File: config.mk
export PLATFORM = sky130hd
export DESIGN_NAME = front_middle_back_queue
export DESIGN_NICKNAME = d
export VERILOG_FILES = /design/src/rtl/fbq_pkg.sv /design/src/rtl/front_middle_back_queue.sv /design/src/rtl/fbq_ram.sv /design/src/rtl/fbq_ctrl.sv
export SDC_FILE = /design/constraint.sdc
export NUM_CORES = 2
export LEC_CHECK = 0
export BUFFER_PORTS_ARGS = -buffer_cell sky130_fd_sc_hd__buf_4
export CORE_MARGIN = 5
export CORE_UTILIZATION = 55
export CTS_CLUSTER_DIAMETER = 30
export DETAILED_ROUTE_END_ITERATION = 8
export PLACE_DENSITY = 0.71
export SYNTH_ARGS = -nofsm -noshare
export SYNTH_HDL_FRONTEND = slang
export SYNTH_SLANG_ARGS = --single-unit
File: constraint.sdc
create_clock -name clk -period 11.7 [get_ports clk]
set_clock_uncertainty 0.15 [all_clocks]
set_input_delay 1.17 -clock clk [delete_from_list [all_inputs] [get_ports clk]]
set_output_delay 1.17 -clock clk [all_outputs]
set_load 0.03 [all_outputs]
File: src/rtl/fbq_pkg.sv
// Shared types and codes of the front-middle-back queue.
// No dependencies; imported by the top level, the sequencer and the checker.
package fbq_pkg;

  // Command codes carried on in_tuser
  typedef enum logic [2:0] {
    CMD_PUSH_FRONT  = 3'd0,
    CMD_PUSH_MIDDLE = 3'd1,
    CMD_PUSH_BACK   = 3'd2,
    CMD_POP_FRONT   = 3'd3,
    CMD_POP_MIDDLE  = 3'd4,
    CMD_POP_BACK    = 3'd5
  } cmd_t;

  // Result status codes carried on out_tuser
  typedef enum logic [1:0] {
    ST_OK    = 2'd0,
    ST_EMPTY = 2'd1,
    ST_FULL  = 2'd2
  } status_t;

  // Sequencer states
  typedef enum logic {
    S_IDLE,
    S_EXEC
  } state_t;

  // One result transaction
  typedef struct packed {
    logic [6:0]         item_count;
    status_t            status;
    logic signed [31:0] pop_value;
  } result_t;

endpackage

File: src/rtl/front_middle_back_queue.sv
// Top level of the front-middle-back queue: two ring-buffer RAM halves, the
// sequencer and the result register. Depends on fbq_pkg, fbq_ram, fbq_ctrl.
//
//  channel | direction | tdata (low bit up)                 | tuser
//  in_     | slave     | push_value[31:0]                   | cmd[2:0]
//  out_    | master    | pop_value[31:0], item_count[38:32] | status[1:0]
//
// The accept cycle, in S_IDLE, issues the reads of both RAM halves; in S_EXEC
// the registered read data is used and written back once the result slot is
// free. Commands are taken only in S_IDLE, so a read-then-write pass ends
// before the next command. Reset is synchronous, active low, and clears state,
// pointers and counts; RAM contents are left as they are. A stalled output
// holds its result; one more command is accepted meanwhile and waits to execute.
module front_middle_back_queue #(
  parameter int HALF_DEPTH = 32
) (
  input  logic        clk,
  input  logic        rst_n,
  input  logic        in_tvalid,
  output logic        in_tready,
  input  logic [31:0] in_tdata,   // push_value[31:0]
  input  logic [2:0]  in_tuser,   // cmd[2:0]
  output logic        out_tvalid,
  input  logic        out_tready,
  output logic [39:0] out_tdata,  // pop_value[31:0], item_count[38:32], zero[39]
  output logic [1:0]  out_tuser   // status[1:0]
);
  import fbq_pkg::*;

  localparam int AW = $clog2(HALF_DEPTH);

  logic          rd_en, l_we, r_we, res_valid, res_ready;
  logic [AW-1:0] l_raddr, r_raddr, l_waddr, r_waddr;
  logic [31:0]   l_rdata, r_rdata, l_wdata, r_wdata;
  result_t       res;
  logic          out_valid_r;
  result_t       out_res_r;

  fbq_ctrl #(.HALF_DEPTH(HALF_DEPTH), .AW(AW)) u_ctrl (
    .clk       (clk),
    .rst_n     (rst_n),
    .in_valid  (in_tvalid),
    .in_ready  (in_tready),
    .in_cmd    (in_tuser),
    .in_value  (in_tdata),
    .res_ready (res_ready),
    .res_valid (res_valid),
    .res       (res),
    .rd_en     (rd_en),
    .l_raddr   (l_raddr),
    .r_raddr   (r_raddr),
    .l_rdata   (l_rdata),
    .r_rdata   (r_rdata),
    .l_we      (l_we),
    .l_waddr   (l_waddr),
    .l_wdata   (l_wdata),
    .r_we      (r_we),
    .r_waddr   (r_waddr),
    .r_wdata   (r_wdata)
  );

  fbq_ram #(.DEPTH(HALF_DEPTH), .AW(AW)) u_left_ram (
    .clk   (clk),
    .we    (l_we),
    .waddr (l_waddr),
    .wdata (l_wdata),
    .re    (rd_en),
    .raddr (l_raddr),
    .rdata (l_rdata)
  );

  fbq_ram #(.DEPTH(HALF_DEPTH), .AW(AW)) u_right_ram (
    .clk   (clk),
    .we    (r_we),
    .waddr (r_waddr),
    .wdata (r_wdata),
    .re    (rd_en),
    .raddr (r_raddr),
    .rdata (r_rdata)
  );

  // Result slot is free when empty or being drained this cycle
  assign res_ready = !out_valid_r || out_tready;

  // Output register: load a new result, drop it once taken
  always_ff @(posedge clk) begin
    if (!rst_n) begin
      out_valid_r <= 1'b0;
    end else if (res_valid) begin
      out_valid_r <= 1'b1;
    end else if (out_tready) begin
      out_valid_r <= 1'b0;
    end
  end

  always_ff @(posedge clk) begin
    if (res_valid) begin
      out_res_r <= res;
    end
  end

  assign out_tvalid = out_valid_r;
  assign out_tdata  = {1'b0, out_res_r.item_count, out_res_r.pop_value};
  assign out_tuser  = out_res_r.status;

endmodule

File: src/rtl/fbq_ram.sv
// Single-port-write, single-port-read synchronous RAM with registered read data.
// No dependencies; instantiated twice by the queue top level.
module fbq_ram #(
  parameter int DEPTH = 32,
  parameter int AW    = 5
) (
  input  logic          clk,
  input  logic          we,
  input  logic [AW-1:0] waddr,
  input  logic [31:0]   wdata,
  input  logic          re,
  input  logic [AW-1:0] raddr,
  output logic [31:0]   rdata
);

  logic [31:0] mem [DEPTH];

  // Write port
  always_ff @(posedge clk) begin
    if (we) begin
      mem[waddr] <= wdata;
    end
  end

  // Registered read port; data holds while re is low
  always_ff @(posedge clk) begin
    if (re) begin
      rdata <= mem[raddr];
    end
  end

endmodule

File: src/rtl/fbq_ctrl.sv
// Sequencer of the front-middle-back queue: ring pointers, RAM addressing,
// read-modify-write of both halves and result build. Depends on fbq_pkg.
module fbq_ctrl #(
  parameter int HALF_DEPTH = 32,
  parameter int AW         = 5
) (
  input  logic               clk,
  input  logic               rst_n,
  input  logic               in_valid,
  output logic               in_ready,
  input  logic [2:0]         in_cmd,
  input  logic [31:0]        in_value,
  input  logic               res_ready,
  output logic               res_valid,
  output fbq_pkg::result_t   res,
  output logic               rd_en,
  output logic [AW-1:0]      l_raddr,
  output logic [AW-1:0]      r_raddr,
  input  logic [31:0]        l_rdata,
  input  logic [31:0]        r_rdata,
  output logic               l_we,
  output logic [AW-1:0]      l_waddr,
  output logic [31:0]        l_wdata,
  output logic               r_we,
  output logic [AW-1:0]      r_waddr,
  output logic [31:0]        r_wdata
);
  import fbq_pkg::*;

  localparam int CW = $clog2(HALF_DEPTH + 1);
  localparam int SW = CW + 1;
  localparam logic [AW-1:0] LAST_IDX = AW'(HALF_DEPTH - 1);
  localparam logic [SW-1:0] DEPTH_S  = SW'(HALF_DEPTH);
  localparam logic [SW-1:0] FULL_S   = SW'(2 * HALF_DEPTH);

  state_t        state_r, state_nxt;
  logic [2:0]    cmd_r;
  logic [31:0]   val_r;
  logic [AW-1:0] lh_r, lh_nxt, rh_r, rh_nxt;
  logic [CW-1:0] lc_r, lc_nxt, rc_r, rc_nxt;
  logic [SW-1:0] total;
  logic          commit;

  // Ring index helpers
  function automatic logic [AW-1:0] idx_wrap(input logic [SW-1:0] s);
    return (s >= DEPTH_S) ? AW'(s - DEPTH_S) : AW'(s);
  endfunction

  function automatic logic [AW-1:0] idx_dec(input logic [AW-1:0] h);
    return (h == '0) ? LAST_IDX : (h - AW'(1));
  endfunction

  function automatic logic [AW-1:0] idx_tail(input logic [AW-1:0] h, input logic [CW-1:0] c);
    return idx_wrap(SW'(h) + SW'(c));
  endfunction

  function automatic logic [AW-1:0] idx_back(input logic [AW-1:0] h, input logic [CW-1:0] c);
    return idx_wrap(SW'(h) + SW'(c) - SW'(1));
  endfunction

  assign in_ready = (state_r == S_IDLE) && rst_n;
  assign rd_en    = in_valid && in_ready;
  assign total    = SW'(lc_r) + SW'(rc_r);

  // Read addresses: left front for pop front, otherwise left back;
  // right back for pop back, otherwise right front
  assign l_raddr = (in_cmd == CMD_POP_FRONT) ? lh_r : idx_back(lh_r, lc_r);
  assign r_raddr = (in_cmd == CMD_POP_BACK) ? idx_back(rh_r, rc_r) : rh_r;

  // Latch the transaction at accept
  always_ff @(posedge clk) begin
    if (rd_en) begin
      cmd_r <= in_cmd;
      val_r <= in_value;
    end
  end

  // State and pointer registers
  always_ff @(posedge clk) begin
    if (!rst_n) begin
      state_r <= S_IDLE;
      lh_r    <= '0;
      rh_r    <= '0;
      lc_r    <= '0;
      rc_r    <= '0;
    end else begin
      state_r <= state_nxt;
      if (commit) begin
        lh_r <= lh_nxt;
        rh_r <= rh_nxt;
        lc_r <= lc_nxt;
        rc_r <= rc_nxt;
      end
    end
  end

  // Next state
  always_comb begin
    commit    = (state_r == S_EXEC) && res_ready;
    state_nxt = state_r;
    unique case (state_r)
      S_IDLE: if (rd_en) state_nxt = S_EXEC;
      S_EXEC: if (res_ready) state_nxt = S_IDLE;
      default: state_nxt = S_IDLE;
    endcase
  end

  // Execute: modify pointers, write back both halves, build the result
  always_comb begin
    logic lw, rw;
    lw            = 1'b0;
    rw            = 1'b0;
    l_waddr       = idx_tail(lh_r, lc_r);
    l_wdata       = val_r;
    r_waddr       = idx_dec(rh_r);
    r_wdata       = val_r;
    lh_nxt        = lh_r;
    rh_nxt        = rh_r;
    lc_nxt        = lc_r;
    rc_nxt        = rc_r;
    res.status    = ST_OK;
    res.pop_value = '0;
    unique case (cmd_r)
      CMD_PUSH_FRONT: begin
        if (total == FULL_S) begin
          res.status = ST_FULL;
        end else if (lc_r == rc_r && lc_r == '0) begin
          // empty queue: the item lands at the right front
          rw     = 1'b1;
          rh_nxt = idx_dec(rh_r);
          rc_nxt = rc_r + CW'(1);
        end else if (lc_r == rc_r) begin
          // push at left front, move left back across to right front
          lw      = 1'b1;
          l_waddr = idx_dec(lh_r);
          lh_nxt  = idx_dec(lh_r);
          rw      = 1'b1;
          r_wdata = l_rdata;
          rh_nxt  = idx_dec(rh_r);
          rc_nxt  = rc_r + CW'(1);
        end else begin
          lw      = 1'b1;
          l_waddr = idx_dec(lh_r);
          lh_nxt  = idx_dec(lh_r);
          lc_nxt  = lc_r + CW'(1);
        end
      end
      CMD_PUSH_MIDDLE: begin
        if (total == FULL_S) begin
          res.status = ST_FULL;
        end else if (lc_r < rc_r) begin
          lw     = 1'b1;
          lc_nxt = lc_r + CW'(1);
        end else begin
          rw     = 1'b1;
          rh_nxt = idx_dec(rh_r);
          rc_nxt = rc_r + CW'(1);
        end
      end
      CMD_PUSH_BACK: begin
        r_waddr = idx_tail(rh_r, rc_r);
        if (total == FULL_S) begin
          res.status = ST_FULL;
        end else if (rc_r > lc_r) begin
          // move right front to left back, then push at right back
          lw      = 1'b1;
          l_wdata = r_rdata;
          lc_nxt  = lc_r + CW'(1);
          rw      = 1'b1;
          rh_nxt  = idx_wrap(SW'(rh_r) + SW'(1));
        end else begin
          rw     = 1'b1;
          rc_nxt = rc_r + CW'(1);
        end
      end
      CMD_POP_FRONT: begin
        if (total == '0) begin
          res.status = ST_EMPTY;
        end else if (lc_r != '0) begin
          res.pop_value = l_rdata;
          lh_nxt        = idx_wrap(SW'(lh_r) + SW'(1));
          if (rc_r > lc_r) begin
            // refill left back from right front; left count holds
            lw      = 1'b1;
            l_wdata = r_rdata;
            rh_nxt  = idx_wrap(SW'(rh_r) + SW'(1));
            rc_nxt  = rc_r - CW'(1);
          end else begin
            lc_nxt = lc_r - CW'(1);
          end
        end else begin
          res.pop_value = r_rdata;
          rh_nxt        = idx_wrap(SW'(rh_r) + SW'(1));
          rc_nxt        = rc_r - CW'(1);
        end
      end
      CMD_POP_MIDDLE: begin
        if (total == '0) begin
          res.status = ST_EMPTY;
        end else if (lc_r == rc_r) begin
          res.pop_value = l_rdata;
          lc_nxt        = lc_r - CW'(1);
        end else begin
          res.pop_value = r_rdata;
          rh_nxt        = idx_wrap(SW'(rh_r) + SW'(1));
          rc_nxt        = rc_r - CW'(1);
        end
      end
      CMD_POP_BACK: begin
        if (total == '0) begin
          res.status = ST_EMPTY;
        end else begin
          res.pop_value = r_rdata;
          if (lc_r == rc_r) begin
            // refill right front from left back; right count holds
            rw      = 1'b1;
            r_wdata = l_rdata;
            rh_nxt  = idx_dec(rh_r);
            lc_nxt  = lc_r - CW'(1);
          end else begin
            rc_nxt = rc_r - CW'(1);
          end
        end
      end
      default: begin
        // unused command: no operation
      end
    endcase
    l_we           = lw && commit;
    r_we           = rw && commit;
    res.item_count = 7'(SW'(lc_nxt) + SW'(rc_nxt));
  end

  assign res_valid = commit;

endmodule

==> results.toml <==
[run_status]
status = "completed"

[timing]
period_needed_ns = 5.809
fin_hold_ws_ns = 0.2384
hold_viol = 0
rsz0062_at_grt = "no"
setup_viol = 0
tightest_slew_ns = 1.379
slew_viol_final = 0
fin_tns_setup_ns = 0
slew_headroom_pct = 7.731
fin_crit_sh_pct = 49.65
fmax_mhz = 172.2

[floorplanning]
die_area_mm2 = 0.1743
start_util_pct = 55.36
fp-row-count = 149
die_w_um = 417.5
boundaryPins = 83
fp.coreArea_mm2 = 0.1650
die_h_um = 417.5

[drt]
drc = 0
drt_wl_total_mm = 241.2
drt_iter0_drc = 5960
via_per_inst = 6.367
first_pass_iters = 6
antenna_left = 0
wl_per_cell_um = 30.81
vias = 49838

[pwr]
p_leak_nw = 37.94
p_per_area_mw_per_mm2 = 213.4
ir_drop_mv = 0.1641

[worst_setup_path]
crit_type = "flip-flop to flip-flop"
worstPathMaxFanout = 32
crit_required_ns = 12.12
endpoint_kind = "flip-flop"
start_kind = "flip-flop"
arrival_ns = 6.23

[finish]
layout_commonest_cell = "edfxtp_1"
drive_gt1_share_pct = 22.54
multi_input_area_mm2 = 0.02432
fillCellCount = 10639
final_core_util_pct = 65.92
layout_common_cells = "2188 x edfxtp_1, 1092 x mux2i_1, 416 x clkbuf_16"
fin_area_mm2 = 0.1088
fin_nets = 5387
area_delta_synth_final_pct = 19.08
seq_area_mm2 = 0.06618

[place]
port_buffers = 81
postPlaceCellArea_mm2 = 0.09500
gp_congestion = 0.9105
dpl.hpwl_mm = 127.6

[clocking]
cts_resized = 0
clockBufferDepth = 4
cts_made_buffers = 412
cts_setup_buffers = 0
clk_latency_ns = 0.96
cts_sinks = 2212
path_clk_slew_ns = 0.05
clockRootBuffer = "clkbuf_16"
cts_tree = "done"
holdBufCountCts = 0
cts_htree_levels = 5

[global_routing]
overflow = 0
track_usage_pct = 27.49
antenna_found_initial = 2
first_global_vias = 50229
grt_pass1_wl_mm = 346.6
grt_max_degree = 156

[yosys]
syn-instance-count = 4954
ys_types = 103
yosys_warnings = 0
avgSynthCellArea_um2 = 18.44
synth-edff-count = 2188
ys_ff_latch = 2212
netlist_area_mm2 = 0.09133
synth_fp_nets = 5033
seq_area_frac_synth_pct = 72.46
synthArstFlopShare_pct = 0
synthFlopType = "edfxtp_1"

[min_path]
hp-class = "primary input to flip-flop"

[flow_run]
maxCapViolCount = 0
[through the flow]
| stage | std cells | power (mW) | setup WS, ns |
|---|---|---|---|
| 2_1_floorplan | 4954 | 10.86 | 5.151 |
| 3_5_place_dp | 7083 | 11.64 | 5.531 |
| 3_3_place_gp | 7083 | 11.61 | 5.598 |
| 4_1_cts | 7827 | 23.29 | 5.880 |
| 5_1_grt | 7827 | 23.87 | 5.600 |
| 6_report | 7828 | 23.21 | 5.891 |
[per-layer routing]
layer  wire length (um)  track usage, %  vias up
li1                   -               -    20731
met4              10790           11.84        0
met1              93340           37.30    25780
met5                  0               0        -
met3              21060           5.153      581
met2             116000           44.26     2746
[Yosys cell counts, drive strengths merged (24+ instances only)]
cell type,number,share of area (%)
dfxtp,24,0.53
edfxtp,2188,72
mux2,77,0.99
ha,36,0.49
nand2,55,0.23
a22oi,33,0.27
a21o,34,0.28
xnor2,25,0.24
nor3,50,0.32
inv,34,0.14
mux4,256,6.3
buf,193,1.1
mux2i,1096,12
nand3,30,0.18
clkbuf,78,0.32
o21ai,41,0.24
and4,54,0.52
a21oi,51,0.28
nor2,377,1.6
[kinds of logic after synthesis]
kind of cell / Yosys count / synth area share [%]
buffers and inverters: 305 / 1.527
other: 1 / 0.004106
AO/OA/AOI/OAI: 293 / 2.408
flip-flops: 2212 / 72.46
XOR/XNOR: 32 / 0.3219
AND/OR/NAND/NOR: 642 / 3.371
multiplexers: 1429 / 19.32
adder cells (fa/ha/maj): 40 / 0.5808
[path summary, 6_finish.rpt]
path | startpoint | end | slack, ns | depth (start not counted)
setup / recovery | u_ctrl.rc_r[2] | u_left_ram.mem[4][14] | 5.89 | 11
hold / removal | in_tdata[2] | u_ctrl.val_r[2] | 0.24 | 1
setup reg to reg | u_ctrl.rc_r[2] | u_left_ram.mem[4][14] | 5.89 | 11
hold reg to reg | u_ctrl.rc_r[5] | u_ctrl.rc_r[5] | 0.35 | 2
[worst max-delay path, stage by stage (launching register included)]
cell and delay (ns):
dfxtp_1 0.57, inv_1 0.22, ha_1 0.43, nand2b_1 0.23, a2111oi_2 0.59, nor2_2 0.23
nor3_4 0.63, o22ai_2 0.14, buf_4 0.28, nand3_2 0.61, buf_4 0.47, a21o_1 0.85
[area by class of cell]
type / instances / share of cell area, %
Timing Repair Buffer: 211 / 1.502
Antenna cell: 1 / 0.002301
Tap cell: 2189 / 2.518
Inverter: 34 / 0.1185
Multi-Input combinational cell: 2437 / 22.36
Clock inverter: 287 / 2.935
Sequential cell: 2212 / 60.85
Clock buffer: 457 / 9.713
[sequential cells by signal, summed over array words and instances, names as in the netlist, 3 cells and up]
signal	cells
u_ctrl.lc_r	6
u_right_ram.mem	1024
out_tdata	39
u_ctrl.rc_r	6
u_right_ram.rdata	32
u_ctrl.val_r	32
u_left_ram.mem	1024
u_left_ram.rdata	32
u_ctrl.cmd_r	3
u_ctrl.lh_r	5
u_ctrl.rh_r	5
[where the power goes]
group / internal (mW) / switching, mW / leakage (nW)
Sequential: 8.94 / 0.0931 / 19.9
Clock: 7.79 / 3.89 / 6.65
Combinational: 0.937 / 1.56 / 11.4
Total: 17.7 / 5.54 / 37.9
Power figures use the tool's default switching activity.
